### src/hw/rtl/wtroc_pkg.sv
// Shared types and constants for the weighted triple-EMA rate-of-change block.
// Used by wtroc_smul, wtroc_sdiv, weighted_triple_ema_rate_of_change and the bench.
// No dependencies.
package wtroc_pkg;

    // Field widths
    localparam int PRICE_W  = 32;
    localparam int WEIGHT_W = 16;
    localparam int EMA_W    = 48;
    localparam int EXTRA_W  = 16;
    localparam int COUNT_W  = 13;
    localparam int SEED_W   = 13;
    localparam int K_W      = 16;
    localparam int ALPHA_W  = 16;
    localparam int RES_W    = 32;
    localparam int S_DATA_W = 48;   // price + weight, already whole bytes

    // Serial multiplier: multiplicand, multiplier, product
    localparam int MA_W = 49;
    localparam int MB_W = 17;
    localparam int MP_W = MA_W + MB_W;

    // Serial divider: dividend bits shifted in, remainder/divisor width
    localparam int DV_W = 64;
    localparam int DR_W = 49;

    // Config port
    localparam int CFG_IDX_W  = 8;
    localparam int CFG_DATA_W = 16;

    localparam logic [COUNT_W-1:0]  COUNT_LIMIT = 13'd8191;
    localparam logic [MB_W-1:0]     SCALE_CONST = 17'd100000;
    localparam logic [WEIGHT_W-1:0] WEIGHT_ONE  = 16'd32768;
    localparam logic [SEED_W-1:0]   SEED_RESET  = 13'd14;
    localparam logic [K_W-1:0]      K_RESET     = 16'd8738;

    typedef enum logic [CFG_IDX_W-1:0] {
        REG_SEED_LENGTH = 8'd0,
        REG_SMOOTHING   = 8'd1
    } cfg_reg_t;

    typedef enum logic [4:0] {
        ST_IDLE,
        ST_SEED_MUL,
        ST_SEED_MWAIT,
        ST_SEED_SUM,
        ST_SEED_DIV,
        ST_SEED_DWAIT,
        ST_ALPHA_MUL,
        ST_ALPHA_WAIT,
        ST_EMA_DIFF,
        ST_EMA_MUL,
        ST_EMA_WAIT,
        ST_EMA_RND,
        ST_EMA_UPD,
        ST_ROC_DIFF,
        ST_ROC_MUL,
        ST_ROC_MWAIT,
        ST_ROC_DIV,
        ST_ROC_DWAIT,
        ST_OUT
    } state_t;

    typedef struct packed {
        logic busy;
        logic done;
    } mul_stat_t;

    typedef struct packed {
        logic busy;
        logic done;
        logic over;
    } div_stat_t;

endpackage

### src/hw/rtl/wtroc_smul.sv
// Bit-serial shift-add multiplier, one multiplier bit per cycle.
// Depends on wtroc_pkg.
module wtroc_smul import wtroc_pkg::*; (
    input  logic            aclk,
    input  logic            aresetn,
    input  logic            start,
    input  logic [MA_W-1:0] a,
    input  logic [MB_W-1:0] b,
    output mul_stat_t       stat,
    output logic [MP_W-1:0] prod
);

    localparam int CNT_W = $clog2(MB_W);

    logic             busy_reg;
    logic             done_reg;
    logic [CNT_W-1:0] cnt_reg;
    logic [MA_W-1:0]  a_reg;
    logic [MA_W-1:0]  hi_reg;
    logic [MB_W-1:0]  lo_reg;
    logic [MA_W:0]    sum;
    logic             last;

    assign sum  = {1'b0, hi_reg} + (lo_reg[0] ? {1'b0, a_reg} : '0);
    assign last = (cnt_reg == CNT_W'(MB_W - 1));

    always_ff @(posedge aclk) begin
        if (!aresetn) begin
            busy_reg <= 1'b0;
            done_reg <= 1'b0;
            cnt_reg  <= '0;
        end else begin
            done_reg <= 1'b0;
            if (start) begin
                busy_reg <= 1'b1;
                cnt_reg  <= '0;
            end else if (busy_reg) begin
                cnt_reg <= cnt_reg + CNT_W'(1);
                if (last) begin
                    busy_reg <= 1'b0;
                    done_reg <= 1'b1;
                end
            end
        end
    end

    // accumulate, then shift the pair right by one
    always_ff @(posedge aclk) begin
        if (start) begin
            a_reg  <= a;
            hi_reg <= '0;
            lo_reg <= b;
        end else if (busy_reg) begin
            hi_reg <= sum[MA_W:1];
            lo_reg <= {sum[0], lo_reg[MB_W-1:1]};
        end
    end

    assign stat.busy = busy_reg;
    assign stat.done = done_reg;
    assign prod      = {hi_reg, lo_reg};

endmodule

### src/hw/rtl/wtroc_sdiv.sv
// Radix-2 restoring divider, one quotient bit per cycle.
// Depends on wtroc_pkg.
module wtroc_sdiv import wtroc_pkg::*; (
    input  logic            aclk,
    input  logic            aresetn,
    input  logic            start,
    input  logic [DR_W-1:0] rem_init,   // upper dividend bits, must be below divisor
    input  logic [DV_W-1:0] dividend,   // lower dividend bits
    input  logic [DR_W-1:0] divisor,
    output div_stat_t       stat,
    output logic [DV_W-1:0] quot
);

    localparam int CNT_W = $clog2(DV_W);

    logic             busy_reg;
    logic             done_reg;
    logic             over_reg;
    logic [CNT_W-1:0] cnt_reg;
    logic [DR_W-1:0]  rem_reg;
    logic [DV_W-1:0]  dvd_reg;
    logic [DR_W-1:0]  dsr_reg;
    logic [DR_W:0]    shifted;
    logic [DR_W+1:0]  diff;
    logic             geq;
    logic             last;

    assign shifted = {rem_reg, dvd_reg[DV_W-1]};
    assign diff    = {1'b0, shifted} - {2'b00, dsr_reg};
    assign geq     = !diff[DR_W+1];
    assign last    = (cnt_reg == CNT_W'(DV_W - 1));

    always_ff @(posedge aclk) begin
        if (!aresetn) begin
            busy_reg <= 1'b0;
            done_reg <= 1'b0;
            cnt_reg  <= '0;
        end else begin
            done_reg <= 1'b0;
            if (start) begin
                busy_reg <= 1'b1;
                cnt_reg  <= '0;
            end else if (busy_reg) begin
                cnt_reg <= cnt_reg + CNT_W'(1);
                if (last) begin
                    busy_reg <= 1'b0;
                    done_reg <= 1'b1;
                end
            end
        end
    end

    // quotient bits shift in where the dividend bits shift out
    always_ff @(posedge aclk) begin
        if (start) begin
            rem_reg  <= rem_init;
            dvd_reg  <= dividend;
            dsr_reg  <= divisor;
            over_reg <= (rem_init >= divisor);
        end else if (busy_reg) begin
            rem_reg <= geq ? diff[DR_W-1:0] : shifted[DR_W-1:0];
            dvd_reg <= {dvd_reg[DV_W-2:0], geq};
        end
    end

    assign stat.busy = busy_reg;
    assign stat.done = done_reg;
    assign stat.over = over_reg;
    assign quot      = dvd_reg;

endmodule

### src/hw/rtl/weighted_triple_ema_rate_of_change.sv
// Weighted TRIX: three cascaded EMAs of a Q16.16 price with a per-item weight, and the
// scaled relative change of the third EMA as a saturated Q16.16 result. Depends on
// wtroc_pkg, wtroc_smul and wtroc_sdiv.
//
// One result item per input item. During the first seed_length items each EMA is the
// running mean and the result is 0 with ready_res low; afterwards every EMA moves by
// alpha = k*weight and the result is (ema3 - previous ema3) * 100000 / previous ema3, or 0
// when the previous ema3 is zero. Items are processed one at a time by a shared bit-serial
// multiplier and a shared radix-2 divider. A seeding item takes one product and one
// quotient; a smoothing item takes five products and one quotient, or four products and
// no quotient when the previous ema3 is zero and no rate term is computed. A stalled
// receiver adds its stall to the last state. A new item is taken while the previous
// result still waits in the output register. Config writes are always accepted and
// must only be issued while the block is idle; index 0 is seed_length, index 1 is
// smoothing_factor, other indexes are ignored.
module weighted_triple_ema_rate_of_change import wtroc_pkg::*; #(
    parameter int MAX_SEED_LENGTH = 4096,   // 2 .. 65536
    parameter int PRICE_FRAC_BITS = 16      // 8 .. 24
) (
    input  logic                  aclk,
    input  logic                  aresetn,
    // input items
    input  logic                  s_tvalid,
    output logic                  s_tready,
    input  logic [S_DATA_W-1:0]   s_tdata,     // [31:0] price, [47:32] weight
    // result items
    output logic                  m_tvalid,
    input  logic                  m_tready,
    output logic [RES_W-1:0]      m_tdata,     // [31:0] trix_value
    output logic [0:0]            m_tuser,     // [0] ready_res
    // register writes
    input  logic                  cfg_valid,
    output logic                  cfg_ready,
    input  logic [CFG_IDX_W-1:0]  cfg_index,
    input  logic [CFG_DATA_W-1:0] cfg_data
);

    localparam int SEED_EXT_W = 17;
    localparam logic [SEED_EXT_W-1:0] MAX_SEED = SEED_EXT_W'(MAX_SEED_LENGTH);
    // dividend of the rate term: |diff| * 100000 * 2^PRICE_FRAC_BITS
    localparam int N_W = MP_W + PRICE_FRAC_BITS;

    // ---------------------------------------------------------------- state
    state_t state_reg, state_next;

    logic [SEED_W-1:0]  seed_len_reg;
    logic [K_W-1:0]     k_reg;
    logic [COUNT_W-1:0] count_reg;
    logic [EMA_W-1:0]   ema1_reg, ema2_reg, ema3_reg;

    // working registers
    logic [EMA_W-1:0]    x_reg;        // price with the extra fraction bits
    logic [WEIGHT_W-1:0] w_reg;        // clamped weight
    logic [ALPHA_W-1:0]  alpha_reg;
    logic [1:0]          idx_reg;      // which EMA is being moved
    logic [DV_W-1:0]     wide_reg;     // seed numerator
    logic [DR_W-1:0]     d_reg;        // signed difference
    logic [DR_W-1:0]     mag_reg;      // rounded step magnitude
    logic [EMA_W-1:0]    prev_reg;     // ema3 before the update
    logic                neg_reg;      // sign of the rate result
    logic [RES_W-1:0]    res_reg;
    logic                res_rdy_reg;

    // output register
    logic                m_tvalid_reg;
    logic [RES_W-1:0]    m_trix_reg;
    logic                m_rdy_reg;

    // ---------------------------------------------------------------- shared units
    logic            mul_start;
    logic [MA_W-1:0] mul_a;
    logic [MB_W-1:0] mul_b;
    mul_stat_t       mul_stat;
    logic [MP_W-1:0] mul_prod;

    logic            div_start;
    logic [DR_W-1:0] div_rem;
    logic [DV_W-1:0] div_dvd;
    logic [DR_W-1:0] div_dsr;
    div_stat_t       div_stat;
    logic [DV_W-1:0] div_quot;

    wtroc_smul u_smul (
        .aclk    (aclk),
        .aresetn (aresetn),
        .start   (mul_start),
        .a       (mul_a),
        .b       (mul_b),
        .stat    (mul_stat),
        .prod    (mul_prod)
    );

    wtroc_sdiv u_sdiv (
        .aclk     (aclk),
        .aresetn  (aresetn),
        .start    (div_start),
        .rem_init (div_rem),
        .dividend (div_dvd),
        .divisor  (div_dsr),
        .stat     (div_stat),
        .quot     (div_quot)
    );

    // ---------------------------------------------------------------- datapath terms
    logic                  s_accept;
    logic                  out_free;
    logic [COUNT_W-1:0]    count_inc;
    logic [SEED_EXT_W-1:0] seed_ext, seed_eff;
    logic                  seeding;
    logic [WEIGHT_W-1:0]   w_in;

    logic [EMA_W-1:0] ema1_mag;
    logic [DV_W-1:0]  seed_prod, seed_num, seed_mag, seed_dvd;
    logic [EMA_W-1:0] seed_q, seed_mean;

    logic [EMA_W-1:0] ema_cur, ema_tgt;
    logic [DR_W-1:0]  ema_diff, d_mag, ema_step, ema_sum;
    logic [DR_W-1:0]  roc_diff, prev_ext, prev_mag;
    logic [N_W-1:0]   roc_num;

    logic             pos_sat, neg_sat;
    logic [RES_W-1:0] roc_mag, roc_res;

    assign s_accept  = s_tvalid && s_tready;
    assign out_free  = !m_tvalid_reg || m_tready;
    assign count_inc = (count_reg < COUNT_LIMIT) ? count_reg + COUNT_W'(1) : count_reg;
    assign seed_ext  = SEED_EXT_W'(seed_len_reg);
    assign seed_eff  = (seed_ext > MAX_SEED) ? MAX_SEED : seed_ext;
    assign seeding   = (SEED_EXT_W'(count_inc) <= seed_eff);
    assign w_in      = (s_tdata[S_DATA_W-1:PRICE_W] > WEIGHT_ONE) ? WEIGHT_ONE
                                                                  : s_tdata[S_DATA_W-1:PRICE_W];

    // seed mean: (ema1*(n-1) + x + n/2) / n in sign-magnitude
    assign ema1_mag  = ema1_reg[EMA_W-1] ? (EMA_W'(0) - ema1_reg) : ema1_reg;
    assign seed_prod = ema1_reg[EMA_W-1] ? (DV_W'(0) - mul_prod[DV_W-1:0])
                                         : mul_prod[DV_W-1:0];
    assign seed_num  = seed_prod + {{(DV_W-EMA_W){x_reg[EMA_W-1]}}, x_reg};
    assign seed_mag  = wide_reg[DV_W-1] ? (DV_W'(0) - wide_reg) : wide_reg;
    assign seed_dvd  = seed_mag + DV_W'(count_reg >> 1);
    assign seed_q    = div_quot[EMA_W-1:0];
    assign seed_mean = wide_reg[DV_W-1] ? (EMA_W'(0) - seed_q) : seed_q;

    // EMA step: ema + round_half_away(alpha * (target - ema) / 2^16)
    always_comb begin
        case (idx_reg)
            2'd0: begin
                ema_cur = ema1_reg;
                ema_tgt = x_reg;
            end
            2'd1: begin
                ema_cur = ema2_reg;
                ema_tgt = ema1_reg;
            end
            default: begin
                ema_cur = ema3_reg;
                ema_tgt = ema2_reg;
            end
        endcase
    end

    assign ema_diff = {ema_tgt[EMA_W-1], ema_tgt} - {ema_cur[EMA_W-1], ema_cur};
    assign d_mag    = d_reg[DR_W-1] ? (DR_W'(0) - d_reg) : d_reg;
    assign ema_step = d_reg[DR_W-1] ? (DR_W'(0) - mag_reg) : mag_reg;
    assign ema_sum  = {ema_cur[EMA_W-1], ema_cur} + ema_step;

    // rate of change: |ema3 - prev| * 100000 * 2^PFB / |prev|
    assign roc_diff = {ema3_reg[EMA_W-1], ema3_reg} - {prev_reg[EMA_W-1], prev_reg};
    assign prev_ext = {prev_reg[EMA_W-1], prev_reg};
    assign prev_mag = prev_reg[EMA_W-1] ? (DR_W'(0) - prev_ext) : prev_ext;
    assign roc_num  = {mul_prod, {PRICE_FRAC_BITS{1'b0}}};

    // saturate the quotient to signed 32 bits
    assign pos_sat = div_stat.over || (|div_quot[DV_W-1:RES_W-1]);
    assign neg_sat = div_stat.over || (|div_quot[DV_W-1:RES_W])
                     || (div_quot[RES_W-1] && (|div_quot[RES_W-2:0]));
    always_comb begin
        if (neg_reg) begin
            roc_mag = neg_sat ? {1'b1, {(RES_W-1){1'b0}}} : div_quot[RES_W-1:0];
            roc_res = RES_W'(0) - roc_mag;
        end else begin
            roc_mag = pos_sat ? {1'b0, {(RES_W-1){1'b1}}} : div_quot[RES_W-1:0];
            roc_res = roc_mag;
        end
    end

    // ---------------------------------------------------------------- next state
    always_comb begin
        state_next = state_reg;
        unique case (state_reg)
            ST_IDLE:       if (s_tvalid) begin
                               state_next = seeding ? ST_SEED_MUL : ST_ALPHA_MUL;
                           end
            ST_SEED_MUL:   state_next = ST_SEED_MWAIT;
            ST_SEED_MWAIT: if (mul_stat.done) begin
                               state_next = ST_SEED_SUM;
                           end
            ST_SEED_SUM:   state_next = ST_SEED_DIV;
            ST_SEED_DIV:   state_next = ST_SEED_DWAIT;
            ST_SEED_DWAIT: if (div_stat.done) begin
                               state_next = ST_OUT;
                           end
            ST_ALPHA_MUL:  state_next = ST_ALPHA_WAIT;
            ST_ALPHA_WAIT: if (mul_stat.done) begin
                               state_next = ST_EMA_DIFF;
                           end
            ST_EMA_DIFF:   state_next = ST_EMA_MUL;
            ST_EMA_MUL:    state_next = ST_EMA_WAIT;
            ST_EMA_WAIT:   if (mul_stat.done) begin
                               state_next = ST_EMA_RND;
                           end
            ST_EMA_RND:    state_next = ST_EMA_UPD;
            ST_EMA_UPD:    if (idx_reg != 2'd2) begin
                               state_next = ST_EMA_DIFF;
                           end else if (ema3_reg == '0) begin
                               state_next = ST_OUT;
                           end else begin
                               state_next = ST_ROC_DIFF;
                           end
            ST_ROC_DIFF:   state_next = ST_ROC_MUL;
            ST_ROC_MUL:    state_next = ST_ROC_MWAIT;
            ST_ROC_MWAIT:  if (mul_stat.done) begin
                               state_next = ST_ROC_DIV;
                           end
            ST_ROC_DIV:    state_next = ST_ROC_DWAIT;
            ST_ROC_DWAIT:  if (div_stat.done) begin
                               state_next = ST_OUT;
                           end
            ST_OUT:        if (out_free) begin
                               state_next = ST_IDLE;
                           end
            default:       state_next = ST_IDLE;
        endcase
    end

    // ---------------------------------------------------------------- FSM outputs
    always_comb begin
        s_tready  = 1'b0;
        mul_start = 1'b0;
        mul_a     = '0;
        mul_b     = '0;
        div_start = 1'b0;
        div_rem   = '0;
        div_dvd   = '0;
        div_dsr   = '0;
        unique case (state_reg)
            ST_IDLE: s_tready = 1'b1;
            ST_SEED_MUL: begin
                mul_start = 1'b1;
                mul_a     = MA_W'(ema1_mag);
                mul_b     = MB_W'(count_reg - COUNT_W'(1));
            end
            ST_SEED_DIV: begin
                div_start = 1'b1;
                div_dvd   = seed_dvd;
                div_dsr   = DR_W'(count_reg);
            end
            ST_ALPHA_MUL: begin
                mul_start = 1'b1;
                mul_a     = MA_W'(k_reg);
                mul_b     = MB_W'(w_reg);
            end
            ST_EMA_MUL: begin
                mul_start = 1'b1;
                mul_a     = d_mag;
                mul_b     = MB_W'(alpha_reg);
            end
            ST_ROC_MUL: begin
                mul_start = 1'b1;
                mul_a     = d_mag;
                mul_b     = SCALE_CONST;
            end
            ST_ROC_DIV: begin
                div_start = 1'b1;
                div_rem   = DR_W'(roc_num >> DV_W);
                div_dvd   = roc_num[DV_W-1:0];
                div_dsr   = prev_mag;
            end
            default: ;
        endcase
    end

    // ---------------------------------------------------------------- control registers
    always_ff @(posedge aclk) begin
        if (!aresetn) begin
            state_reg    <= ST_IDLE;
            seed_len_reg <= SEED_RESET;
            k_reg        <= K_RESET;
            count_reg    <= '0;
            ema1_reg     <= '0;
            ema2_reg     <= '0;
            ema3_reg     <= '0;
            m_tvalid_reg <= 1'b0;
        end else begin
            state_reg <= state_next;

            if (cfg_valid && cfg_ready) begin
                if (cfg_index == REG_SEED_LENGTH) begin
                    seed_len_reg <= cfg_data[SEED_W-1:0];
                end else if (cfg_index == REG_SMOOTHING) begin
                    k_reg <= cfg_data[K_W-1:0];
                end
            end

            if (s_accept) begin
                count_reg <= count_inc;
            end

            if (state_reg == ST_SEED_DWAIT && div_stat.done) begin
                ema1_reg <= seed_mean;
                ema2_reg <= seed_mean;
                ema3_reg <= seed_mean;
            end

            if (state_reg == ST_EMA_UPD) begin
                case (idx_reg)
                    2'd0:    ema1_reg <= ema_sum[EMA_W-1:0];
                    2'd1:    ema2_reg <= ema_sum[EMA_W-1:0];
                    default: ema3_reg <= ema_sum[EMA_W-1:0];
                endcase
            end

            if (state_reg == ST_OUT && out_free) begin
                m_tvalid_reg <= 1'b1;
            end else if (m_tready) begin
                m_tvalid_reg <= 1'b0;
            end
        end
    end

    // ---------------------------------------------------------------- payload registers
    always_ff @(posedge aclk) begin
        if (s_accept) begin
            x_reg <= {s_tdata[PRICE_W-1:0], {EXTRA_W{1'b0}}};
            w_reg <= w_in;
        end

        unique case (state_reg)
            ST_SEED_SUM: wide_reg <= seed_num;
            ST_SEED_DWAIT: if (div_stat.done) begin
                res_reg     <= '0;
                res_rdy_reg <= 1'b0;
            end
            ST_ALPHA_WAIT: if (mul_stat.done) begin
                alpha_reg <= ALPHA_W'((mul_prod + MP_W'(16384)) >> 15);
                idx_reg   <= 2'd0;
            end
            ST_EMA_DIFF: d_reg <= ema_diff;
            ST_EMA_RND:  mag_reg <= DR_W'((mul_prod + MP_W'(32768)) >> 16);
            ST_EMA_UPD: begin
                idx_reg <= idx_reg + 2'd1;
                if (idx_reg == 2'd2) begin
                    prev_reg    <= ema3_reg;
                    res_reg     <= '0;       // kept when the previous ema3 is zero
                    res_rdy_reg <= 1'b1;
                end
            end
            ST_ROC_DIFF: d_reg <= roc_diff;
            ST_ROC_MUL:  neg_reg <= d_reg[DR_W-1] ^ prev_reg[EMA_W-1];
            ST_ROC_DWAIT: if (div_stat.done) begin
                res_reg <= roc_res;
            end
            ST_OUT: if (out_free) begin
                m_trix_reg <= res_reg;
                m_rdy_reg  <= res_rdy_reg;
            end
            default: ;
        endcase
    end

    assign m_tvalid   = m_tvalid_reg;
    assign m_tdata    = m_trix_reg;
    assign m_tuser[0] = m_rdy_reg;
    assign cfg_ready  = 1'b1;

    // ---------------------------------------------------------------- assertions
    // the multiplier is never restarted in the middle of a product
    assert property (@(posedge aclk) disable iff (!aresetn)
        mul_start |-> !mul_stat.busy)
        else $error("multiplier started while busy");

    // a quotient only completes while the FSM waits for it
    assert property (@(posedge aclk) disable iff (!aresetn)
        div_stat.done |-> (state_reg == ST_SEED_DWAIT || state_reg == ST_ROC_DWAIT))
        else $error("divider finished outside a wait state");

    // seeding results carry a zero value
    assert property (@(posedge aclk) disable iff (!aresetn)
        (m_tvalid && !m_tuser[0]) |-> (m_tdata == '0))
        else $error("nonzero value while seeding");

    // the point count saturates and never goes back
    assert property (@(posedge aclk) disable iff (!aresetn)
        1'b1 |=> (count_reg >= $past(count_reg)))
        else $error("point count decreased");

endmodule

### config.mk
export PLATFORM = sky130hd
export DESIGN_NAME = weighted_triple_ema_rate_of_change
export DESIGN_NICKNAME = d
export VERILOG_FILES = /design/src/hw/rtl/wtroc_pkg.sv /design/src/hw/rtl/wtroc_smul.sv /design/src/hw/rtl/wtroc_sdiv.sv /design/src/hw/rtl/weighted_triple_ema_rate_of_change.sv
export SDC_FILE = /design/constraint.sdc
export NUM_CORES = 2
export LEC_CHECK = 0
export BUFFER_PORTS_ARGS = -buffer_cell sky130_fd_sc_hd__buf_2
export CAP_MARGIN = 0
export CORE_MARGIN = 1
export CORE_UTILIZATION = 55
export DETAILED_ROUTE_END_ITERATION = 8
export PLACE_DENSITY = 0.71
export REMOVE_ABC_BUFFERS = 1
export SETUP_SLACK_MARGIN = 0.4
export SLEW_MARGIN = 20
export SYNTH_ARGS = -nofsm -noshare
export SYNTH_HDL_FRONTEND = slang
export SYNTH_SLANG_ARGS = --single-unit
### constraint.sdc
create_clock -name aclk -period 14.07 [get_ports aclk]
set_input_delay 2.814 -clock aclk [delete_from_list [all_inputs] [get_ports aclk]]
set_output_delay 2.814 -clock aclk [all_outputs]
set_load 0.02 [all_outputs]
==> key figures <==
Status
  • Status: finished, violations left
  • Failing checks: design-rule violations

Timing
  • Slew @ Worst Pin: approximately 1100 ps
  • Worst Skew: roughly 32 ps
  • Slew headroom: a little under a quarter
  • RSZ-0062 raised after global routing: false
  • Minimum clock period: between 6000 and 7000 ps
  • Period utilization: about 45%
  • Final slew viol count: 0
  • F_max: roughly 160 MHz
  • Setup TNS: 0 ps
  • WHS: 407 ps
  • Final hold vios: 0
  • Final setup vio count: 0

Pwr
  • Cell Pwr Density: roughly 180 nW/um^2
  • Net Sw Frac: a little over two fifths
  • Comb pwr share: 43.6%
  • P_leak: about 26 nW
  • Clock power share: a little over a fifth
  • Seq pwr share: 34.4%
  • Internal power consumption: between 6 and 7 mW
  • Switching pwr: slightly above 5 mW
  • Worst vdd rail ir drop: around 0.14 mV

Run
  • Max Cap Viol: 0

Yosys
  • Synth Area in XOR/XNOR: a little over a tenth
  • Post-synth top area share: roughly 28%
  • Synth Area in Adders: 7.36%
  • Mux contribution to synthesized area: around 1.9%
  • Largest family of logic cells by synthesized area: compound AO/OA/AOI/OAI gates
  • Post-synthesis register bit count: 827
  • Top_reg_cell synth: edfxtp_1
  • Yosys top cell by area: edfxtp_1
  • Post-Synth Simple-Gate Area: between 10% and 20%
  • Yosys warning count: 0
  • Register area share after synthesis: approximately 36%
  • Post-Syn Area: ~60000 um^2
  • Post-synthesis compound-gate area fraction: between 20% and 30%
  • Yosys cell types: 109
  • Cell with the most instances after synthesis: nand2_1
  • Avg Inst Size Synth: slightly below 9 um^2
  • Largest cells by area after synthesis: edfxtp_1 (28%), dfxtp_1 (8.3%), ha_1 (7.1%)
  • Post-synth EDFFs: roughly 570
  • Ys async rst share: 0%
  • Commonest cells post-synth: nand2_1 (669), nor2_1 (587), edfxtp_1 (571)
  • Mapped Cells: 7011

GRT
  • Tot GR Track Use: roughly two fifths
  • Global-route wire length before repair: approximately 340000 um
  • Largest net degree at the start of global routing: 93
  • Vias in the first global route: 51000
  • Gr ovfl total: 0
  • Initial antenna violation count: 15

Worst setup path
  • Crit path cell chain: nor4_1 > nand3b_1 > nand2b_1 > nand2b_1 > or2_2 > nand2b_1 > or4_1 > nand2b_1 > or4_1 > nand2_1 > xnor2_1 > ha_1 > a21o_1 > a21o_1 > a21o_1 > a21o_1 > a21o_1 > a21o_1 > a221oi_1 > a21boi_0 > xnor2_1 > nor2_1 > nor3_1
  • Worst path arrival time: slightly below 7000 ps
  • Worst EP required: 14680 ps
  • CP most frequent cell: a21o_1
  • R2R setup slack: ~7700 ps
  • WP depth: 23
  • Critical R2R Capture: ema1_reg[45]
  • Critical path class: register to register
  • Crit path max fanout: 8
  • CP Capture Type: register
  • Type of element launching the critical path: register
  • Slowest CP cell: or4_1
  • CP top delay family: simple AND/OR/NAND/NOR gates
  • CP Capture Point: ema1_reg[45]
  • Reg2reg start: mag_reg[4]
  • Worst Path Buf+Inv: 0
  • Slowest stage delay, CP: between 600 and 700 ps
  • Reg2reg path depth: 23
  • Worst setup path start: mag_reg[4]

Final layout
  • Layout cells sized above 1: 7.04%
  • Synth-to-Final Area Change: 7.99%
  • Fillers: 9860
  • Nets: around 7300
  • Util after Layout: about three fifths

Clock tree
  • CTS Root Buffer Type: clkbuf_16
  • CTS tree: built
  • Clock transition at path regs: approximately 60 ps
  • Clk buf depth: 3
  • Post-cts sizing count: 0
  • Hold_buf cts: 0
  • Worst-Skew Late Latency: about 710 ps
  • Clock tree sinks: 827
  • H-tree levels: 3
  • CTS buffer count: 97
  • Number of buffers added for setup after CTS: 0

Floorplan
  • Core footprint: around 110000 um^2
  • Die Span X: between 300 and 400 um
  • Full die area: about 110000 um^2
  • Die height: ~340 um
  • IO Pins: 113
  • Site Rows: 122
  • Initial Utilization: between 50% and 60%

Detailed routing
  • Initial DRC count: 7978
  • DRT Wirelength: 232000 um
  • Via count: around 56000
  • Routed len/inst: between 20 and 30 um
  • Final antenna-violating net count: 0
  • 1st-pass router iterations: 9
  • Vias per cell: ~6.6
  • DRC violation count after routing: 2

Placement
  • Post-DP HPWL: 178000 um
  • Port Buf Inserts: around 110
  • Final GP Congestion: 1.04

Min path
  • Hold Path Class: register to register
[cells in the final DEF, fill, tap and decap left out, types with 66 or more instances in the layout]
cell type / count
ha_1: 349
buf_4: 92
xnor2_1: 464
a21oi_1: 421
nor2b_1: 76
nor4_1: 75
o21a_1: 66
nand2_1: 668
buf_2: 111
clkbuf_16: 100
nand2b_1: 75
mux2i_1: 112
and2_1: 87
or3_1: 70
inv_1: 288
dfxtp_1: 254
nor3_1: 155
a21o_1: 191
nand3_1: 116
nand4_1: 86
a22oi_1: 143
edfxtp_1: 571
o21ai_0: 393
o31ai_1: 122
xor2_1: 296
a211oi_1: 222
nor2_1: 581
[power groups by stage]
stage	registers, mW	logic (mW)	clock network, mW
floorplan	3.88	3.36	0
global placement	4.04	4.91	0
detailed placement	4.05	4.96	0
CTS	4.00	4.99	2.59
global route	4.07	5.52	2.67
finish	4.04	5.12	2.58
[routing by layer]
layer	wire, um	share of wire, %	track usage, %
met1	95100	41	55.9
met2	95200	41	57.8
met3	31200	13	11.9
met4	10500	4.5	15.9
met5	81	0.035	0
[worst min path at each step]
stage	from	to	depth (start not counted)
floorplan	res_reg[0]	m_tdata[0]	0
global placement	res_reg[22]	m_tdata[22]	0
detailed placement	res_reg[14]	m_tdata[14]	0
CTS	res_reg[29]	m_tdata[29]	0
global route	res_reg[29]	m_tdata[29]	0
finish	res_reg[29]	m_tdata[29]	0
[kinds of logic (layout without fill, tap and decap cells)]
group	count (synthesis)	after routing
mux	114	114
compound gates	1994	1994
fa+ha+maj	358	358
xor+xnor	762	762
buf+inv	708	684
other cells	2	4
flops	827	827
simple gates	2246	2246
[area by class of cell]
class | count | area (um^2) | share of cell area [%]
multi-input cells | 5476 | 36700 | 55.2
flip-flops and latches | 827 | 22300 | 33.5
clock buffers | 126 | 2690 | 4.05
well taps | 1488 | 1860 | 2.80
repair buffers | 205 | 1290 | 1.95
inverters | 295 | 1110 | 1.68
clock inverters | 58 | 528 | 0.794
diodes | 2 | 5.00 | 0.00753
[worst register-to-register path, delay by kind of cell, from the launching register on]
kind | cells | cell delay [ps]
AND/OR/NAND/NOR | 12 | 3370
flip-flops | 1 | 420
XOR/XNOR | 2 | 330
adder cells (fa/ha/maj) | 1 | 360
AO/OA/AOI/OAI | 8 | 1740
[metrics by stage]
step | power [mW] | std cells | setup slack, ps | instance area (um^2)
global route | 12.3 | 8475 | 7490 | 66500
CTS | 11.6 | 8474 | 7910 | 66400
global placement | 8.95 | 8290 | 8010 | 63200
detailed placement | 9.01 | 8290 | 7970 | 63200
finish | 11.7 | 8477 | 7740 | 66500
floorplan | 7.24 | 6598 | 3720 | 59900
(Power assumes the default switching activity.)
